`src/sv/smbx_pkg.sv`:
```
`default_nettype none

package smbx_pkg;

  localparam int STATE_W   = 48;
  localparam int COEF_W    = 32;
  localparam int COEF_FRAC = 30;
  localparam int NUM_COEF  = 5;
  localparam int HALF_W    = 24;
  localparam int MUL_B_W   = HALF_W + 1;
  localparam int PROD_W    = COEF_W + MUL_B_W;
  localparam int ACC_W     = 81;
  localparam int SUM_W     = ACC_W + 1;
  localparam int PC_W      = 4;
  localparam int PADDR_W   = 5;
  localparam int APB_DW    = 32;

  localparam logic signed [COEF_W-1:0] RST_B0 = 32'sd105317;
  localparam logic signed [COEF_W-1:0] RST_B1 = 32'sd210634;
  localparam logic signed [COEF_W-1:0] RST_B2 = 32'sd105317;
  localparam logic signed [COEF_W-1:0] RST_A1 = -32'sd2117195539;
  localparam logic signed [COEF_W-1:0] RST_A2 = 32'sd1043874622;

  // Coefficient select codes double as register indexes.
  typedef enum logic [2:0] {
    COEF_B0 = 3'd0,
    COEF_B1 = 3'd1,
    COEF_B2 = 3'd2,
    COEF_A1 = 3'd3,
    COEF_A2 = 3'd4
  } coef_e;

  typedef enum logic [1:0] {
    MAC_NONE = 2'd0,
    MAC_LOAD = 2'd1,
    MAC_ADD  = 2'd2,
    MAC_SUB  = 2'd3
  } mac_op_e;

  typedef enum logic [1:0] {
    FIN_NONE = 2'd0,
    FIN_Y    = 2'd1,
    FIN_Z1   = 2'd2,
    FIN_Z2   = 2'd3
  } fin_e;

  typedef enum logic [1:0] {
    SEQ_NEXT = 2'd0,
    SEQ_LOOP = 2'd1,
    SEQ_OUT  = 2'd2
  } seq_e;

  typedef struct packed {
    mac_op_e mac;
    coef_e   coef;
    logic    sel_y;
    logic    part_hi;
    fin_e    fin;
    seq_e    seq;
  } ucode_t;

  typedef struct packed {
    logic      act;
    ucode_t    uc;
    logic [1:0] bq;
  } ctrl_t;

  function automatic ucode_t uword(mac_op_e mac, coef_e coef, logic sel_y, logic part_hi,
                                   fin_e fin, seq_e seq);
    ucode_t w;
    w.mac     = mac;
    w.coef    = coef;
    w.sel_y   = sel_y;
    w.part_hi = part_hi;
    w.fin     = fin;
    w.seq     = seq;
    return w;
  endfunction

  // One biquad section per pass of steps 0 to 10; step 10 loops over the four
  // sections (left and right of both stages), step 11 forms the outputs.
  // The Y and Z1 finish steps read the accumulator while the same step reloads it.
  function automatic ucode_t ucode_rom(logic [PC_W-1:0] pc);
    ucode_t w;
    case (pc)
      4'd0:    w = uword(MAC_LOAD, COEF_B0, 1'b0, 1'b0, FIN_NONE, SEQ_NEXT);
      4'd1:    w = uword(MAC_ADD,  COEF_B0, 1'b0, 1'b1, FIN_NONE, SEQ_NEXT);
      4'd2:    w = uword(MAC_LOAD, COEF_B1, 1'b0, 1'b0, FIN_Y,    SEQ_NEXT);
      4'd3:    w = uword(MAC_ADD,  COEF_B1, 1'b0, 1'b1, FIN_NONE, SEQ_NEXT);
      4'd4:    w = uword(MAC_SUB,  COEF_A1, 1'b1, 1'b0, FIN_NONE, SEQ_NEXT);
      4'd5:    w = uword(MAC_SUB,  COEF_A1, 1'b1, 1'b1, FIN_NONE, SEQ_NEXT);
      4'd6:    w = uword(MAC_LOAD, COEF_B2, 1'b0, 1'b0, FIN_Z1,   SEQ_NEXT);
      4'd7:    w = uword(MAC_ADD,  COEF_B2, 1'b0, 1'b1, FIN_NONE, SEQ_NEXT);
      4'd8:    w = uword(MAC_SUB,  COEF_A2, 1'b1, 1'b0, FIN_NONE, SEQ_NEXT);
      4'd9:    w = uword(MAC_SUB,  COEF_A2, 1'b1, 1'b1, FIN_NONE, SEQ_NEXT);
      4'd10:   w = uword(MAC_NONE, COEF_B0, 1'b0, 1'b0, FIN_Z2,   SEQ_LOOP);
      default: w = uword(MAC_NONE, COEF_B0, 1'b0, 1'b0, FIN_NONE, SEQ_OUT);
    endcase
    return w;
  endfunction

endpackage

`default_nettype wire

```
`src/sv/stereo_mono_bass_crossover_core.sv`:
```
`default_nettype none

// Channel   Direction  Signals
// input     in         in_valid_i / in_ready_o, left_sample_i, right_sample_i, block_end_i
// result    out        out_valid_o / out_ready_i, left_result_o, right_result_o,
//                      block_end_out_o
// config    in/out     APB: psel, penable, pwrite, paddr, pwdata, prdata, pready
//
// Each input transfer starts a 45-step microcode run: four biquad sections of 11 steps,
// each with five products of two passes through one 32x25 multiplier, then one output step.
// The result is registered at the output step, and a new item is taken only after the run
// has ended, so the core never takes a pair while a run is busy. Reset clears all delay words and
// loads the default coefficients. A result waiting in the output register does not block
// the next input; only the following output step waits for it.
module stereo_mono_bass_crossover_core import smbx_pkg::*; #(
  parameter int SAMPLE_WIDTH = 24
) (
  input  wire logic                          clk_i,
  input  wire logic                          rst_ni,
  input  wire logic                          in_valid_i,
  output logic                               in_ready_o,
  input  wire logic signed [SAMPLE_WIDTH-1:0] left_sample_i,
  input  wire logic signed [SAMPLE_WIDTH-1:0] right_sample_i,
  input  wire logic                          block_end_i,
  output logic                               out_valid_o,
  input  wire logic                          out_ready_i,
  output logic signed [SAMPLE_WIDTH-1:0]     left_result_o,
  output logic signed [SAMPLE_WIDTH-1:0]     right_result_o,
  output logic                               block_end_out_o,
  input  wire logic                          psel,
  input  wire logic                          penable,
  input  wire logic                          pwrite,
  input  wire logic [PADDR_W-1:0]            paddr,
  input  wire logic [APB_DW-1:0]             pwdata,
  output logic      [APB_DW-1:0]             prdata,
  output logic                               pready
);

  logic [NUM_COEF-1:0][COEF_W-1:0] coefs;
  ctrl_t ctrl;
  logic  busy, start, out_free, out_load;
  logic  blk_q, out_valid_q, be_out_q;
  logic signed [SAMPLE_WIDTH-1:0] left_calc, right_calc, left_q, right_q;

  assign in_ready_o = !busy;
  assign start      = in_valid_i && !busy;
  assign out_free   = !out_valid_q || out_ready_i;
  assign out_load   = ctrl.act && ctrl.uc.seq == SEQ_OUT;

  smbx_regs u_regs (
    .clk_i   (clk_i),
    .rst_ni  (rst_ni),
    .psel    (psel),
    .penable (penable),
    .pwrite  (pwrite),
    .paddr   (paddr),
    .pwdata  (pwdata),
    .prdata  (prdata),
    .pready  (pready),
    .coefs_o (coefs)
  );

  smbx_seq u_seq (
    .clk_i      (clk_i),
    .rst_ni     (rst_ni),
    .start_i    (start),
    .out_free_i (out_free),
    .ctrl_o     (ctrl),
    .busy_o     (busy)
  );

  smbx_dp #(
    .SAMPLE_WIDTH (SAMPLE_WIDTH)
  ) u_dp (
    .clk_i   (clk_i),
    .rst_ni  (rst_ni),
    .start_i (start),
    .left_i  (left_sample_i),
    .right_i (right_sample_i),
    .ctrl_i  (ctrl),
    .coefs_i (coefs),
    .left_o  (left_calc),
    .right_o (right_calc)
  );

  always_ff @(posedge clk_i) begin
    if (start) begin
      blk_q <= block_end_i;
    end
    if (out_load) begin
      left_q   <= left_calc;
      right_q  <= right_calc;
      be_out_q <= blk_q;
    end
  end

  always_ff @(posedge clk_i or negedge rst_ni) begin
    if (!rst_ni) begin
      out_valid_q <= 1'b0;
    end else if (out_load) begin
      out_valid_q <= 1'b1;
    end else if (out_ready_i) begin
      out_valid_q <= 1'b0;
    end
  end

  assign out_valid_o     = out_valid_q;
  assign left_result_o   = left_q;
  assign right_result_o  = right_q;
  assign block_end_out_o = be_out_q;

endmodule

`default_nettype wire

```
`src/sv/smbx_regs.sv`:
```
`default_nettype none

module smbx_regs import smbx_pkg::*; (
  input  wire logic                  clk_i,
  input  wire logic                  rst_ni,
  input  wire logic                  psel,
  input  wire logic                  penable,
  input  wire logic                  pwrite,
  input  wire logic [PADDR_W-1:0]    paddr,
  input  wire logic [APB_DW-1:0]     pwdata,
  output logic      [APB_DW-1:0]     prdata,
  output logic                       pready,
  output logic [NUM_COEF-1:0][COEF_W-1:0] coefs_o
);

  logic [NUM_COEF-1:0][COEF_W-1:0] coef_q;
  logic [2:0] idx;
  logic       wr_en;

  assign idx    = paddr[PADDR_W-1:2];
  assign wr_en  = psel && penable && pwrite;
  assign pready = 1'b1;

  always_ff @(posedge clk_i or negedge rst_ni) begin
    if (!rst_ni) begin
      coef_q[COEF_B0] <= RST_B0;
      coef_q[COEF_B1] <= RST_B1;
      coef_q[COEF_B2] <= RST_B2;
      coef_q[COEF_A1] <= RST_A1;
      coef_q[COEF_A2] <= RST_A2;
    end else if (wr_en) begin
      case (idx)
        COEF_B0: coef_q[COEF_B0] <= pwdata;
        COEF_B1: coef_q[COEF_B1] <= pwdata;
        COEF_B2: coef_q[COEF_B2] <= pwdata;
        COEF_A1: coef_q[COEF_A1] <= pwdata;
        COEF_A2: coef_q[COEF_A2] <= pwdata;
        default: ;
      endcase
    end
  end

  always_comb begin
    case (idx)
      COEF_B0: prdata = coef_q[COEF_B0];
      COEF_B1: prdata = coef_q[COEF_B1];
      COEF_B2: prdata = coef_q[COEF_B2];
      COEF_A1: prdata = coef_q[COEF_A1];
      COEF_A2: prdata = coef_q[COEF_A2];
      default: prdata = '0;
    endcase
  end

  assign coefs_o = coef_q;

endmodule

`default_nettype wire

```
`src/sv/smbx_seq.sv`:
```
`default_nettype none

module smbx_seq import smbx_pkg::*; (
  input  wire logic clk_i,
  input  wire logic rst_ni,
  input  wire logic start_i,
  input  wire logic out_free_i,
  output ctrl_t     ctrl_o,
  output logic      busy_o
);

  logic            run_q;
  logic [PC_W-1:0] pc_q, pc_d;
  logic [1:0]      bq_q, bq_d;
  ucode_t          uc;
  logic            act;
  logic            run_d;

  assign uc  = ucode_rom(pc_q);
  // The output step waits while the previous result still occupies the output register.
  assign act = run_q && !(uc.seq == SEQ_OUT && !out_free_i);

  always_comb begin
    run_d = run_q;
    pc_d  = pc_q;
    bq_d  = bq_q;
    if (start_i) begin
      run_d = 1'b1;
      pc_d  = '0;
      bq_d  = '0;
    end else if (act) begin
      case (uc.seq)
        SEQ_NEXT: pc_d = pc_q + 1'b1;
        SEQ_LOOP: begin
          bq_d = bq_q + 1'b1;
          pc_d = (bq_q == 2'd3) ? pc_q + 1'b1 : '0;
        end
        SEQ_OUT:  run_d = 1'b0;
        default:  run_d = 1'b0;
      endcase
    end
  end

  always_ff @(posedge clk_i or negedge rst_ni) begin
    if (!rst_ni) begin
      run_q <= 1'b0;
      pc_q  <= '0;
      bq_q  <= '0;
    end else begin
      run_q <= run_d;
      pc_q  <= pc_d;
      bq_q  <= bq_d;
    end
  end

  assign ctrl_o.act = act;
  assign ctrl_o.uc  = uc;
  assign ctrl_o.bq  = bq_q;
  assign busy_o     = run_q;

endmodule

`default_nettype wire

```
`src/sv/smbx_dp.sv`:
```
`default_nettype none

module smbx_dp import smbx_pkg::*; #(
  parameter int SAMPLE_WIDTH = 24
) (
  input  wire logic                          clk_i,
  input  wire logic                          rst_ni,
  input  wire logic                          start_i,
  input  wire logic signed [SAMPLE_WIDTH-1:0] left_i,
  input  wire logic signed [SAMPLE_WIDTH-1:0] right_i,
  input  wire ctrl_t                         ctrl_i,
  input  wire logic [NUM_COEF-1:0][COEF_W-1:0] coefs_i,
  output logic signed [SAMPLE_WIDTH-1:0]     left_o,
  output logic signed [SAMPLE_WIDTH-1:0]     right_o
);

  localparam int FRAC = STATE_W - 2 - SAMPLE_WIDTH;
  localparam int OUT_W = 52;
  localparam int T_W   = STATE_W + 2;

  logic signed [SAMPLE_WIDTH-1:0] xl_q, xr_q;
  logic signed [STATE_W-1:0]      lp_q [2];
  logic signed [STATE_W-1:0]      z_q  [8];
  logic signed [STATE_W-1:0]      y_q;
  logic signed [ACC_W-1:0]        acc_q, acc_d;

  logic signed [STATE_W-1:0] xsl, xsr, u, opnd, zadd, fin_val;
  logic signed [MUL_B_W-1:0] mb;
  logic signed [COEF_W-1:0]  coef;
  logic signed [PROD_W-1:0]  prod;
  logic signed [ACC_W-1:0]   prod_ext, rsum, shifted;
  logic signed [SUM_W-1:0]   fsum;
  logic [2:0]                base;

  assign xsl  = {{2{xl_q[SAMPLE_WIDTH-1]}}, xl_q, {FRAC{1'b0}}};
  assign xsr  = {{2{xr_q[SAMPLE_WIDTH-1]}}, xr_q, {FRAC{1'b0}}};
  assign base = {ctrl_i.bq, 1'b0};

  always_comb begin
    case (ctrl_i.bq)
      2'd0:    u = xsl;
      2'd1:    u = xsr;
      2'd2:    u = lp_q[0];
      default: u = lp_q[1];
    endcase
  end

  always_comb begin
    case (ctrl_i.uc.coef)
      COEF_B0: coef = coefs_i[COEF_B0];
      COEF_B1: coef = coefs_i[COEF_B1];
      COEF_B2: coef = coefs_i[COEF_B2];
      COEF_A1: coef = coefs_i[COEF_A1];
      COEF_A2: coef = coefs_i[COEF_A2];
      default: coef = '0;
    endcase
  end

  // A 48-bit operand is multiplied in two halves: the low half unsigned, the high half
  // signed and weighted by 2^24, so the accumulator ends with the exact product.
  assign opnd = ctrl_i.uc.sel_y ? y_q : u;
  assign mb   = ctrl_i.uc.part_hi ? {opnd[STATE_W-1], opnd[STATE_W-1:HALF_W]}
                                  : {1'b0, opnd[HALF_W-1:0]};
  assign prod = coef * mb;

  always_comb begin
    prod_ext = {{(ACC_W-PROD_W){prod[PROD_W-1]}}, prod};
    if (ctrl_i.uc.part_hi) begin
      prod_ext = prod_ext <<< HALF_W;
    end
  end

  always_comb begin
    case (ctrl_i.uc.mac)
      MAC_LOAD: acc_d = prod_ext;
      MAC_ADD:  acc_d = acc_q + prod_ext;
      MAC_SUB:  acc_d = acc_q - prod_ext;
      default:  acc_d = acc_q;
    endcase
  end

  always_comb begin
    case (ctrl_i.uc.fin)
      FIN_Y:   zadd = z_q[base];
      FIN_Z1:  zadd = z_q[base + 3'd1];
      default: zadd = '0;
    endcase
  end

  // Round half up at the coefficient point, add any delay word, saturate to 48 bits.
  assign rsum    = acc_q + (ACC_W'(1) <<< (COEF_FRAC - 1));
  assign shifted = rsum >>> COEF_FRAC;
  assign fsum    = {shifted[ACC_W-1], shifted}
                 + {{(SUM_W-STATE_W){zadd[STATE_W-1]}}, zadd};

  always_comb begin
    if (fsum[SUM_W-1:STATE_W-1] == '0 || fsum[SUM_W-1:STATE_W-1] == '1) begin
      fin_val = fsum[STATE_W-1:0];
    end else if (fsum[SUM_W-1]) begin
      fin_val = {1'b1, {(STATE_W-1){1'b0}}};
    end else begin
      fin_val = {1'b0, {(STATE_W-1){1'b1}}};
    end
  end

  always_ff @(posedge clk_i) begin
    if (start_i) begin
      xl_q <= left_i;
      xr_q <= right_i;
    end
    if (ctrl_i.act) begin
      acc_q <= acc_d;
      if (ctrl_i.uc.fin == FIN_Y) begin
        y_q <= fin_val;
      end
      if (ctrl_i.uc.fin == FIN_Z2) begin
        lp_q[ctrl_i.bq[0]] <= y_q;
      end
    end
  end

  always_ff @(posedge clk_i or negedge rst_ni) begin
    if (!rst_ni) begin
      for (int i = 0; i < 8; i++) begin
        z_q[i] <= '0;
      end
    end else if (ctrl_i.act) begin
      if (ctrl_i.uc.fin == FIN_Z1) begin
        z_q[base] <= fin_val;
      end
      if (ctrl_i.uc.fin == FIN_Z2) begin
        z_q[base + 3'd1] <= fin_val;
      end
    end
  end

  // Output is x + floor((other - own + 2^F) / 2^(F+1)), which equals the full-precision
  // high part plus mono bass rounded half up, then saturated.
  function automatic logic [SAMPLE_WIDTH-1:0] make_out(logic signed [SAMPLE_WIDTH-1:0] x,
                                                       logic signed [STATE_W-1:0] own,
                                                       logic signed [STATE_W-1:0] other);
    logic signed [T_W-1:0]   t;
    logic signed [OUT_W-1:0] q;
    logic [SAMPLE_WIDTH-1:0] r;
    t = {{2{other[STATE_W-1]}}, other} - {{2{own[STATE_W-1]}}, own}
      + (T_W'(1) <<< FRAC);
    q = {{(OUT_W-SAMPLE_WIDTH){x[SAMPLE_WIDTH-1]}}, x}
      + {{(OUT_W-T_W){t[T_W-1]}}, (t >>> (FRAC + 1))};
    if (q[OUT_W-1:SAMPLE_WIDTH-1] == '0 || q[OUT_W-1:SAMPLE_WIDTH-1] == '1) begin
      r = q[SAMPLE_WIDTH-1:0];
    end else if (q[OUT_W-1]) begin
      r = {1'b1, {(SAMPLE_WIDTH-1){1'b0}}};
    end else begin
      r = {1'b0, {(SAMPLE_WIDTH-1){1'b1}}};
    end
    return r;
  endfunction

  assign left_o  = make_out(xl_q, lp_q[0], lp_q[1]);
  assign right_o = make_out(xr_q, lp_q[1], lp_q[0]);

endmodule

`default_nettype wire

```
`config.mk`:
```
export PLATFORM = sky130hd
export DESIGN_NAME = stereo_mono_bass_crossover_core
export DESIGN_NICKNAME = d
export VERILOG_FILES = /design/src/sv/smbx_pkg.sv /design/src/sv/stereo_mono_bass_crossover_core.sv /design/src/sv/smbx_regs.sv /design/src/sv/smbx_seq.sv /design/src/sv/smbx_dp.sv
export SDC_FILE = /design/constraint.sdc
export NUM_CORES = 2
export LEC_CHECK = 0
export BUFFER_PORTS_ARGS = -buffer_cell sky130_fd_sc_hd__buf_2
export CELL_PAD_IN_SITES_DETAIL_PLACEMENT = 0
export CELL_PAD_IN_SITES_GLOBAL_PLACEMENT = 1
export CORE_ASPECT_RATIO = 0.75
export CORE_MARGIN = 5
export CORE_UTILIZATION = 52
export CTS_BUF_LIST = sky130_fd_sc_hd__clkbuf_2
export DETAILED_ROUTE_END_ITERATION = 12
export PLACE_DENSITY = 0.92
export SYNTH_ARGS = -nofsm -noshare
export SYNTH_HDL_FRONTEND = slang
export SYNTH_SLANG_ARGS = --single-unit
```
`constraint.sdc`:
```
create_clock -name clk_i -period 16.6 [get_ports clk_i]
set_clock_uncertainty 0.2 [all_clocks]
set_input_delay 3.32 -clock clk_i [delete_from_list [all_inputs] [get_ports clk_i]]
set_output_delay 3.32 -clock clk_i [all_outputs]
set_load 0.05 [all_outputs]
```
After elaboration in Yosys (flattened, before gate mapping)
Memory sizes are Yosys's and may differ from the RTL's.
Cells that the tools add are included.
{"block": "word_totals", "input_bits": 93, "mem_bits_ro": 176, "mem_count": 2, "ramBits": 96, "reg_bits": 779, "out_inout_bits": 84}
{"block": "op_classes", "n_bitwise": 2, "magnitude_cmp": 4, "addsub": 13, "eq_ne": 23, "reduce_logical": 39, "mux": 44, "n_mul": 1}
{"name": "(no name shown)", "words": 16, "word_bits": 11, "read_ports": 1, "rd_clocked_by_memory_dff": 0, "write_ports": 0, "line": "smbx_pkg.sv:85", "source": "case (pc)"}
{"name": "u_dp.lp_q", "words": 2, "word_bits": 48, "read_ports": 2, "rd_clocked_by_memory_dff": 0, "write_ports": 1, "line": "smbx_dp.sv:22", "source": "logic signed [STATE_W-1:0] lp_q [2];"}
{"operator": "384-bit two-way mux", "count": 3}
{"operator": "384-bit bitwise mux", "count": 2}
{"operator": "48-bit two-way mux", "count": 9}
{"operator": "32-bit one-hot mux with 5 select lines", "count": 2}
{"operator": "48-bit binary-select mux with 3-bit select", "count": 2}
{"operator": "48-bit demux with 3-bit select", "count": 2}
{"operator": "81-bit one-hot mux with 3 select lines", "count": 1}
{"operator": "48-bit one-hot mux with 3 select lines", "count": 1}
{"operator": "50-bit by 23-bit adder with 50-bit output (second input constant)", "count": 2}
{"operator": "48-bit by 48-bit subtractor with 49-bit output", "count": 2}
{"operator": "24-bit two-way mux", "count": 4}
{"operator": "48-bit one-hot mux with 2 select lines", "count": 1}
{"operator": "81-bit by 31-bit adder with 81-bit output (second input constant)", "count": 1}
{"operator": "81-bit adder", "count": 1}
{"operator": "81-bit subtractor", "count": 1}
{"operator": "80-bit two-way mux", "count": 1}
{"operator": "29-bit equality test (second input constant)", "count": 2}
{"operator": "29-bit zero test", "count": 2}
{"operator": "32-bit by 25-bit multiplier with 57-bit output", "count": 1}
{"operator": "24-bit by 27-bit adder with 28-bit output", "count": 2}
{"operator": "51-bit by 48-bit adder with 52-bit output", "count": 1}
{"operator": "35-bit equality test (second input constant)", "count": 1}
{"operator": "35-bit zero test", "count": 1}
{"operator": "25-bit two-way mux", "count": 1}
{"operator": "25 further kinds", "count": 80}

Logic depth before layout (Yosys ltp)
{"block": "logic_depth", "ltp_word": 15, "mapped_depth": 61}

Cells and area by module
From an unflattened synthesis, not the netlist that was laid out.
{"block": "unflattened", "cells_unflattened": 8870, "hier_area_um2": 84852.6}
{"mod": "smbx_dp", "seq_area_each_um2": 17807.1, "cells_per_inst": 8238, "area_per_inst_um2": 75277.2, "n_inst": 1}
{"mod": "smbx_regs", "seq_area_each_um2": 4080.2, "cells_per_inst": 505, "area_per_inst_um2": 7380.8, "n_inst": 1}
{"mod": "stereo_mono_bass_crossover_core", "seq_area_each_um2": 1526.5, "cells_per_inst": 56, "area_per_inst_um2": 1566.5, "n_inst": 1}
{"mod": "smbx_seq", "seq_area_each_um2": 175.2, "cells_per_inst": 71, "area_per_inst_um2": 628.1, "n_inst": 1}

Worst setup path before layout
OpenSTA, ideal clock, no wires.
{"block": "synth_path", "kind": "register to register", "from": "register u_seq.pc_q[2]", "to": "register u_dp.acc_q[80] (data pin)", "path_buffers": 11, "path_slack_ns": 2.266, "path_stages_with_launch": 58, "required_time_ns": 16.242, "t_arrival_ns": 13.976, "setup_ns": 0.158, "cell_sequence": "dfrtp_1 > clkbuf_1 > nor2b_1 > a22oi_1 > clkbuf_1 > clkbuf_1 > buf_2 > buf_2 > clkbuf_1 > clkbuf_1 > o21ai_0 > o211ai_1 > o21a_1 > clkbuf_1 > nor2_1 > fa_1 > inv_1 > fa_1 > (+22 left out) > or3_4 > nand4bb_1 > clkbuf_1 > o311a_1 > ha_1 > a21oi_1 > o21ai_0 > or2_2 > a211o_1 > a21oi_1 > o41ai_1 > a31o_2 > a211oi_1 > or3_1 > and3_1 > nor2_1 > mux4_2 > a211oi_2"}
{"block": "synth_between", "elab_chain_len": 7, "elab_cells_between_ends": 17, "classes_between": "add/sub: 2; mul: 1; eq/ne: 7; mux: 5; reduce/logical: 1; memory: 1"}
{"element": "start: declaration", "line": "smbx_seq.sv:13", "source": "logic [PC_W-1:0] pc_q, pc_d;"}
{"element": "start signal: assignment", "line": "smbx_seq.sv:51", "source": "pc_q <= pc_d;"}
{"element": "memory 16 x 11 bit *"}
{"element": "3-bit equality test (tied with other cells)", "line": "smbx_dp.sv:49", "source": "case (ctrl_i.uc.coef)"}
{"element": "32-bit one-hot mux with 5 select lines / 25-bit two-way mux (equally long branches)", "line": "smbx_dp.sv:49, smbx_dp.sv:62"}
{"element": "32-bit by 25-bit multiplier with 57-bit output", "line": "smbx_dp.sv:64", "source": "assign prod = coef * mb;"}
{"element": "80-bit two-way mux", "line": "smbx_dp.sv:68", "source": "if (ctrl_i.uc.part_hi) begin"}
{"element": "81-bit subtractor / 81-bit adder (equally long branches)", "line": "smbx_dp.sv:77, smbx_dp.sv:76"}
{"element": "81-bit one-hot mux with 3 select lines *", "line": "smbx_dp.sv:74", "source": "case (ctrl_i.uc.mac)"}
{"element": "via u_dp.acc_d[80]", "line": "smbx_dp.sv:25", "source": "logic signed [ACC_W-1:0] acc_q, acc_d;"}
{"element": "end signal: assignment", "line": "smbx_dp.sv:112", "source": "acc_q <= acc_d;"}
{"element": "end: declaration", "line": "smbx_dp.sv:25"}
The timed path passes the listed nets; every way through them passes the cells marked *.
A chain may end at the register's enable or synchronous reset.

Worst setup path in the final report
{"block": "layout_path", "from": "register u_seq.bq_q[0]", "to": "register u_dp.acc_q[80] (data pin)"}
{"block": "layout_between", "elab_chain_len": 8, "elab_cells_between_ends": 11, "classes_between": "add/sub: 2; mul: 1; eq/ne: 2; mux: 5; reduce/logical: 1"}
{"element": "start: declaration", "line": "smbx_seq.sv:14", "source": "logic [1:0] bq_q, bq_d;"}
{"element": "start signal: assignment", "line": "smbx_seq.sv:52", "source": "bq_q <= bq_d;"}
{"element": "2-bit equality test (tied with other cells)", "line": "smbx_dp.sv:40", "source": "case (ctrl_i.bq)"}
{"element": "48-bit one-hot mux with 3 select lines *", "line": "smbx_dp.sv:40"}
{"element": "48-bit two-way mux *", "line": "smbx_dp.sv:61", "source": "assign opnd = ctrl_i.uc.sel_y ? y_q : u;"}
{"element": "25-bit two-way mux *", "line": "smbx_dp.sv:62", "source": "assign mb = ctrl_i.uc.part_hi ? {opnd[STATE_W-1], opnd[STATE_W-1:HALF_W]}"}
{"element": "32-bit by 25-bit multiplier with 57-bit output *", "line": "smbx_dp.sv:64"}
{"element": "80-bit two-way mux", "line": "smbx_dp.sv:68"}
{"element": "81-bit subtractor / 81-bit adder (equally long branches)", "line": "smbx_dp.sv:77, smbx_dp.sv:76"}
{"element": "81-bit one-hot mux with 3 select lines *", "line": "smbx_dp.sv:74"}
{"element": "via u_dp.acc_d[80]", "line": "smbx_dp.sv:25"}
Marks and branches as above.

==> flow_summary.toml <==
[clock_network]
clockBufferDepth = 3
htree_levels = 4
cts_setup_buffers = 0
clkLatencyLatePin_ns = 1.83
cts_resized = 0
ctsRootBufferMaster = "clkbuf_2"
numCtsBuffers = 215
tritoncts = "done"
cts_sinks = 875
hold_buffers = 0
clkTransAtPathRegs_ns = 0.11

[drt]
drt_wl_total_um = 280100
first_pass_iters = 7
via_per_inst = 6.158
drt_iter0_markers = 8786
wl_per_cell_um = 23.55
ant_nets = 0
drc = 0
vias = 73260

[worst_setup_path]
slowest_delay_ns = 0.70
cp-startpoint = "u_seq.bq_q[0]"
cp_common_cell = "fa_1"
r2r_slack_ns = 0.59
worst-path-buf-inv = 5
r2r-end = "u_dp.acc_q[80]"
start_kind = "flip-flop"
required_ns = 18.03
critPathKind = "reg -> reg"
cp_max_fo = 33
cp-end-kind = "flip-flop"
path_delay_family = "compound AO/OA/AOI/OAI gates"
worst_path_max_delay_cell = "o41ai_1"
worst_r2r_path_depth = 43
r2r-start = "u_seq.bq_q[0]"
cp.arrival_ns = 17.45

[synth]
synthDominantAreaCellType = "fa_1"
yosysWarnings = 0
syn-cell-area_um2 = 86380
synth_cell_types = 111
ys.flop_type = "dfrtp_1"
synth_top_area_share_pct = 19.07
netlist_top_cells_count = "1070 x inv_1, 1047 x nand2_1, 1015 x nor2_1"
synth-seq-cells = 875
synth_area_leaders = "fa_1 19%, dfrtp_1 14%, edfxtp_1 11%"
synth_edf_count = 323
syn-num-nets = 10790
yosysMostFrequentCell = "inv_1"
async_flop_share_pct = 63.09
syn_inst = 9418
synth_area_per_cell_um2 = 9.172
seq_area_frac_synth_pct = 27.31

[floorplanning]
row_count = 129
fp.dieArea_um2 = 174500
ioPinCount = 177
fp.dieH_um = 363.0
die_x_um = 480.6
fp.coreArea_um2 = 165000
initial_utilization_pct = 52.37

[sta]
slew_violations = 3
slew_headroom_pct = -7.452
fin_tns_setup_ns = 0
hold_viol = 0
rsz0062_at_grt = "false"
min_period_over_period_pct = 96.46
fmax_ghz = 0.06245
worst_pin_slew_ns = 1.597
setup_viol_count_final = 0
period_needed_ns = 16.01

[run_status]
outcome = "finished with violations"
violations = "capacitance limit, slew limit"

[placed_design]
place_area_um2 = 90000
gp_congestion = 1.017
dpl.hpwl_um = 214000
dp.cells = 11500
port_buffers = 173

[global_route]
grt_pass1_wl_um = 429700
grt_pass1_vias = 71710
track_usage_pct = 31.92
antenna_found_initial = 12
grt_max_degree = 122
gr-total-overflow = 0

[cells_and_area]
final_layout_size_suffix_gt1_share_pct = 12.47
syn_to_final_growth_pct = 6.631
layoutNonFillerInstCount = 11900
design_area_um2 = 92110
fin_nets = 10860
fillCellCount = 14630

[worst_hold_path]
whs_endpoint = "block_end_out_o"
worstHoldStart = "blk_q"
holdPathStages = 0
hold_class = "reg -> reg"

[job]
cap_violations = 1
## how the worst max path moves through the flow
stage	endpoint	cells after the start	slack [ns]
6_report	u_dp.acc_q[80]	43	0.59
4_1_cts	u_dp.acc_q[80]	45	1.06
2_1_floorplan	u_dp.acc_q[80]	57	2.27
5_1_grt	u_dp.acc_q[80]	46	0.0002
3_3_place_gp	u_dp.acc_q[80]	46	1.09
3_5_place_dp	u_dp.acc_q[80]	45	1.01
## per-stage QoR
step | setup WS [ns] | hold slack, ns | util, %
finish | 0.5876 | 0.2376 | 55.84
CTS | 1.064 | 0.2358 | 55.83
global route | 0.0002327 | 0.2486 | 55.84
global placement | 1.088 | 0.2048 | 54.56
floorplan | 2.266 | 0.2003 | -
detailed placement | 1.006 | 0.2105 | 54.56
## worst reg2reg max path, delay by kind of cell (launching register included)
family,cells,cell delay (ns)
AO/OA/AOI/OAI,17,5.72
adder cells (fa/ha/maj),10,4.66
AND/OR/NAND/NOR,9,3.22
buffers and inverters,5,0.93
flip-flops,1,0.51
XOR/XNOR,1,0.38
multiplexers,1,0.33
## area by class of cell
cell class              instances  area (µm²)  area share (%)
multi-input cells            6943       57070           61.96
flip-flops and latches        875       23600           25.62
inverters                    1070        4016           4.360
well taps                    2227        2786           3.025
repair buffers                388        2527           2.744
clock buffers                 311        1556           1.690
clock inverters                75       531.8          0.5773
diodes                          8       20.02         0.02173
## logic make-up after synthesis
logic type / count (synthesis) / synth area share (%)
mux: 319 / 5.364
fa+ha+maj: 1276 / 25.63
other cells: 1 / 0.004341
xor+xnor: 409 / 4.147
buf+inv: 1600 / 7.003
compound gates: 2007 / 15.25
flops: 875 / 27.31
simple gates: 2931 / 15.29
## registers in the layout (all words and copies together), names as in the netlist
register	cells
u_dp.z_q	384
u_regs.coefs_o	160
u_dp.lp_q	96
u_dp.acc_q	81
u_dp.y_q	48
left_result_o	24
right_result_o	24
u_dp.xl_q	24
u_dp.xr_q	24
u_seq.pc_q	4
u_seq.bq_q	2
blk_q	1
block_end_out_o	1
out_valid_o	1
u_seq.busy_o	1
## metal layers
metal,vias to the layer above,part of all wire (%),global-route usage (%)
li1,32320,-,-
met1,36340,43,46.73
met2,4103,40,44.05
met3,488,14,11.44
met4,8,3.2,9.985
met5,-,0.12,1.230
## cells in the final DEF, fill, tap and decap left out, types with 202 or more instances in the layout
cell / instances
o21ai_0: 432
nor2_1: 1000
clkbuf_2: 311
ha_1: 449
buf_4: 212
a211oi_1: 272
inv_1: 1070
a21o_1: 202
edfxtp_1: 323
dfrtp_1: 489
xnor2_1: 267
fa_1: 823
a21oi_1: 445
nand2_1: 1047
Power is left out: the tool's default activity adds up to more than one toggle a clock period on the data nets, which glitch-free logic cannot reach.
